$ cat src/hdl/fac_pkg.sv
// shared constants, codes, control structs and plane lookup functions for the frustum culler
package fac_pkg;

	localparam int COORD_WIDTH_DEF = 32;
	localparam int ELEM_W          = 32;
	localparam int FRAC_BITS       = 16;
	localparam int PLANE_COUNT     = 6;
	localparam int PLANE_AW        = 3;
	localparam int ROW_COUNT       = 4;
	localparam int ROW_AW          = 2;
	localparam int AXES            = 3;

	localparam logic [PLANE_AW-1:0] PLANE_LAST = PLANE_AW'(PLANE_COUNT - 1);
	localparam logic [ROW_AW-1:0]   COL_W      = 2'd3;

	typedef enum logic {
		OP_WRITE = 1'b0,
		OP_TEST  = 1'b1
	} op_t;

	localparam logic [1:0] CLS_INSIDE   = 2'd0;
	localparam logic [1:0] CLS_STRADDLE = 2'd1;
	localparam logic [1:0] CLS_OUTSIDE  = 2'd2;

	typedef struct packed {
		logic              rd_en;
		logic              merge;
		logic [ROW_AW-1:0] row;
		logic [ROW_AW-1:0] col;
	} fac_mcmd_t;

	typedef struct packed {
		logic                en;
		logic [PLANE_AW-1:0] plane;
		logic [ROW_AW-1:0]   lane;
	} fac_pwr_t;

	typedef struct packed {
		logic                en;
		logic                last;
		logic [PLANE_AW-1:0] plane;
	} fac_prd_t;

	typedef struct packed {
		logic valid;
		logic last;
	} fac_tag_t;

	typedef struct packed {
		logic valid;
		logic last;
		logic outside;
		logic straddle;
	} fac_flag_t;

	// matrix column that feeds each plane
	function automatic logic [ROW_AW-1:0] plane_col(input logic [PLANE_AW-1:0] k);
		logic [ROW_AW-1:0] c;
		case (k)
			3'd0, 3'd1: c = 2'd0;
			3'd2, 3'd3: c = 2'd1;
			3'd4, 3'd5: c = 2'd2;
			default:    c = 2'd0;
		endcase
		return c;
	endfunction

	// left, top and near take the negated column
	function automatic logic plane_neg(input logic [PLANE_AW-1:0] k);
		logic n;
		case (k)
			3'd0, 3'd3, 3'd4: n = 1'b1;
			default:          n = 1'b0;
		endcase
		return n;
	endfunction

endpackage

$ cat src/hdl/fac_plane_store.sv
// plane memory, one row of four components per plane, lane writes and registered reads
module fac_plane_store import fac_pkg::*; #(
	parameter int CW = COORD_WIDTH_DEF
) (
	input  logic                       clk,
	input  fac_pwr_t                   pwr,
	input  logic [CW:0]                wdata,
	input  fac_prd_t                   prd,
	input  logic [ROW_COUNT-1:0]       row_valid,
	output logic [ROW_COUNT*(CW+1)-1:0] rdata
);

	localparam int P = CW + 1;

	logic [ROW_COUNT*P-1:0] mem [PLANE_COUNT];
	logic [ROW_COUNT*P-1:0] rd_q;

	always_ff @(posedge clk) begin
		if (pwr.en)
			mem[pwr.plane][pwr.lane*P +: P] <= wdata;
		if (prd.en)
			rd_q <= mem[prd.plane];
	end

	// component r is valid once matrix row r has been written
	for (genvar r = 0; r < ROW_COUNT; r++) begin : g_lane
		assign rdata[r*P +: P] = row_valid[r] ? rd_q[r*P +: P] : '0;
	end

endmodule

$ cat config.mk
export PLATFORM = sky130hd
export DESIGN_NAME = fac_plane_store
export DESIGN_NICKNAME = d
export VERILOG_FILES = /design/src/hdl/fac_pkg.sv /design/src/hdl/fac_plane_store.sv
export SDC_FILE = /design/constraint.sdc
export NUM_CORES = 1
export LEC_CHECK = 0
export ABC_CLOCK_PERIOD_IN_PS = 3750
export BUFFER_PORTS_ARGS = -buffer_cell sky130_fd_sc_hd__buf_4
export CAP_MARGIN = 10
export CORE_MARGIN = 4
export CORE_UTILIZATION = 50
export DETAILED_ROUTE_END_ITERATION = 10
export PLACE_DENSITY = 0.67
export SETUP_SLACK_MARGIN = 0.05
export SLEW_MARGIN = 15
export SYNTH_ARGS = -nofsm -noshare
export SYNTH_HDL_FRONTEND = slang
export SYNTH_SLANG_ARGS = --single-unit
$ cat constraint.sdc
create_clock -name clk -period 3.75 [get_ports clk]
set_input_delay 0.375 -clock clk [delete_from_list [all_inputs] [get_ports clk]]
set_output_delay 0.375 -clock clk [all_outputs]
set_load 0.02 [all_outputs]
# Yosys cells after proc, flatten, opt, wreduce, memory -nomap -nowiden
# Memory sizes are Yosys's and may differ from the RTL's. A register that Yosys moved wholly into a read port is not among the register bits.
# Cells that the tools add are included.
[totals]
reg_bits = 0
ramBits = 792
word_cells = 11
n_memories = 1
[mem_list]
columns = ["memory", "words", "width", "read_ports", "rd_ports_with_merged_regs", "write_ports", "line", "text"]
rows = [
  ["mem", 6, 132, 1, 1, 1, "fac_plane_store.sv:15", "logic [ROW_COUNT*P-1:0] mem [PLANE_COUNT];"],
]
[classes]
n_addsub = 1
mul = 1
shift = 2
muxes = 6
[op_table]
columns = ["cell", "n"]
rows = [
  ["$mux W132", 1],
  ["$mux W33", 4],
  ["$shift A33 B34 Y132 const A", 1],
  ["$shiftx A33 B34 Y132", 1],
  ["$neg A8 Y34", 1],
  ["$mul A2 B6 Y8 const B", 1],
  ["$mux W1", 1],
]

# Longest topological paths before layout
[depth]
ltp_word = 4
mapped_depth = 5

# Worst setup path after synthesis
# OpenSTA, ideal clock, no wires.
[synth_timing]
path_type = "in2reg"
from = "input pwr[0] (netlist bit)"
to = "memory mem[0][66] (netlist bit) (enable)"
arrival_time_ns = 3.007
required_time_ns = 3.286
path_slack_ns = 0.279
path_stages = 4
n_path_buf = 0
cell_sequence = "inv_1 -> ha_1 -> nand3b_1 -> nor3_1"
[synth_between]
elab_chain_len = 4
[synth_rtl]
columns = ["item", "line", "text"]
rows = [
  ["start: declaration", "fac_plane_store.sv:6", "input fac_pwr_t pwr,"],
  ["$mul A2 B6 Y8", "fac_plane_store.sv:20", "mem[pwr.plane][pwr.lane*P +: P] <= wdata;"],
  ["$neg A8 Y34", "fac_plane_store.sv:20", ""],
  ["$shift A33 B34 Y132", "fac_plane_store.sv:20", ""],
  ["$mux W132 (not written as such)", "fac_plane_store.sv:20", ""],
  ["end: declaration", "fac_plane_store.sv:15", ""],
]
# Every way passes these cells.

==> impl_metrics.csv <==
group,metric,value,unit
timing,finalSetupViolCount,0,
timing,setup_tns,0,ns
yosys,avgSynthCellArea,21.1,µm²
clock_tree,cts-root-buf,"clkbuf_16",
layout,area_delta_synth_final,14.6,%
clock_tree,clock-sinks,924,
yosys,netlist_area,0.0362,mm²
yosys,syn_nets,1771,
clock_tree,clkTransAtPathRegs,0.06,ns
hold_path,holdPathStages,1,
layout,nets,2001,
critical_path,cp_data_required_time,4.09,ns
floorplan,rows,98,
critical_path,r2r_cells,2,
timing,tightestPinTransition,0.728,ns
power_and_ir_drop,cellLeakagePower,11.5,nW
yosys,ys_ff_latch,924,
timing,slew_viol_final,0,
critical_path,critPathKind,"in2reg",
global_route,grt_use_total,0.209,
floorplan,die_width,277,µm
run,drv_cap,0,
routing,wl_per_cell,26.9,µm
routing,wirelength,80000,µm
timing,fin_worst_skew,0.0148,ns
timing,final_hold_viol_count,0,
clock_tree,clockBufferDepth,3,
placed_design,port-buffer-count,179,
yosys,yosysUniqueCellTypes,19,
routing,drt_iter0_drc,1572,
placed_design,dp_hpwl,44600,µm
clock_tree,cts_made_buffers,91,
critical_path,regToRegSetupSlack,2.31,ns
power_and_ir_drop,vdd_drop_max,0.000335,V
global_route,grt_max_degree,67,
yosys,yosysSeqAreaShare,0.766,
clock_tree,insertion_delay,0.62,ns
routing,via_per_inst,5.65,
global_route,antenna_found_initial,25,
timing,min_period,1.92,ns
layout,drive_above_1_share,0.374,
floorplan,dieHeight,277,µm
clock_tree,cts_tree,"done",
critical_path,cp.arrival,2.26,ns
global_route,grt_remaining_overflow,0,
floorplan,floorplan.initialDensity,0.506,
global_route,grt_pass1_wl,117000,µm
critical_path,critPathMaxFanout,64,
routing,vias,16800,
critical_path,startpoint_type,"input pin",
outcome,status,"finished clean",
yosys,syn-instance-count,1717,
clock_tree,cts_resized,0,
routing,drc,0,
timing,max_freq,520,MHz
routing,dr.pass1.iters,5,
floorplan,die_area,0.0768,mm²
placed_design,globalplace.congestion,0.720,
timing,max-slew-margin-rel,0.515,
floorplan,ioPinCount,181,
timing,rsz0062_at_grt,"no",
clock_tree,post_cts_buffers,0,
clock_tree,cts_max_level,3,
routing,drtAntennaViolNets,0,
hold_path,hp-class,"in2reg",
clock_tree,hold_buffers,0,
yosys,yosysWarningCount,0,
floorplan,coreArea,0.0716,mm²
global_route,grt_pass1_vias,17500,
critical_path,cp-end-kind,"flip-flop",
timing,holdWs,0.274,ns
layout,fill_cells,5332,
timing,finalCritPeriodShare,0.513,
power_and_ir_drop,p_per_area,508,mW/mm²
-- logic make-up after synthesis --
family | count (synthesis) | synth area share
flip-flops | 924 | 0.766
multiplexers | 396 | 0.164
adder cells (fa/ha/maj) | 5 | 0.00173
AND/OR/NAND/NOR | 305 | 0.0519
buffers and inverters | 87 | 0.0156
-- power breakdown --
group | switching [mW] | internal, mW
registers | 0.0429 | 11.5
clock network | 3.66 | 4.79
logic | 0.678 | 0.419
-- path summary, 6_finish.rpt --
kind | start | to
worst max-delay path | prd[1] | rd_q[102]
worst min register to register | mem[4][89] | rd_q[89]
worst min-delay path | prd[4] | rd_q[108]
worst max register to register | mem[1][78] | rd_q[78]
-- cells in the mapped netlist --
master / count / area share
mux4_2: 132 / 0.082
and3_1: 6 / 0.0010
buf_2: 17 / 0.0024
nand3b_1: 3 / 0.00062
inv_1: 2 / 0.00021
nand2b_1: 5 / 0.00086
buf_6: 29 / 0.0090
ha_1: 5 / 0.0017
or3b_2: 1 / 0.00024
edfxtp_1: 924 / 0.77
nand3_1: 2 / 0.00028
nor3_1: 2 / 0.00028
nor2_1: 16 / 0.0017
and2_1: 264 / 0.046
and3b_1: 2 / 0.00048
clkbuf_1: 39 / 0.0040
mux2_2: 260 / 0.081
mux2_1: 4 / 0.0012
nor3b_1: 4 / 0.00083
-- layout make-up --
type                    count  area (µm²)  share of cell area
clock inverters            51         300             0.00724
multi-input cells         706        8000               0.193
flip-flops and latches    924       27700               0.669
diodes                      9        22.5            0.000543
clock buffers             111        2440              0.0587
inverters                   2        7.51            0.000181
repair buffers            222        1790              0.0431
well taps                 950        1190              0.0286
-- metrics by stage --
step	area [µm²]	utilization	worst slack (ns)	instances	power, mW
after floorplan	36200	-	0.279	1717	12.4
after global placement	38700	0.541	1.25	2804	12.8
after detailed placement	38700	0.541	1.23	2804	12.9
after CTS	41500	0.579	1.89	2966	21.3
after global routing	41500	0.579	1.82	2968	21.8
final	41500	0.579	1.83	2975	21.1
-- sequential cells by signal (all words and copies together), names as in the netlist --
name / flops
rd_q: 132
mem: 792
-- routing by layer --
metal	vias to the layer above	share of wire	GRT usage
met5	-	0.00049	0
li1	7289	-	-
met2	556	0.50	0.350
met4	6	0.017	0.0538
met3	86	0.068	0.0338
met1	8875	0.41	0.291
-- worst max-delay path: stages --
cell,delay (ns)
buf_8,0.42
buf_4,0.46
mux2_2,0.38
mux4_2,0.51
-- cells in the final DEF, fill, tap and decap left out --
cell        count
edfxtp_1      924
buf_8           1
nand2b_1        5
and3_1          6
nor3b_2         2
and3b_1         2
buf_4         210
clkbuf_1       16
inv_6           1
bufinv_16       3
clkbuf_16      95
nor3b_1         1
nor2_2          8
clkinv_2       17
inv_1           2
and2_1        264
nand3b_1        3
mux2_2        260
ha_1            5
nor2_4          8
mux2_1          4
buf_6           2
diode_2         9
nand3_1         2
nor3_2          2
clkbuf_8        1
clkinvlp_4      1
or3b_2          1
clkinv_1       29
mux4_2        132
nor3b_4         1
buf_12          8
(Power assumes the default switching activity.)
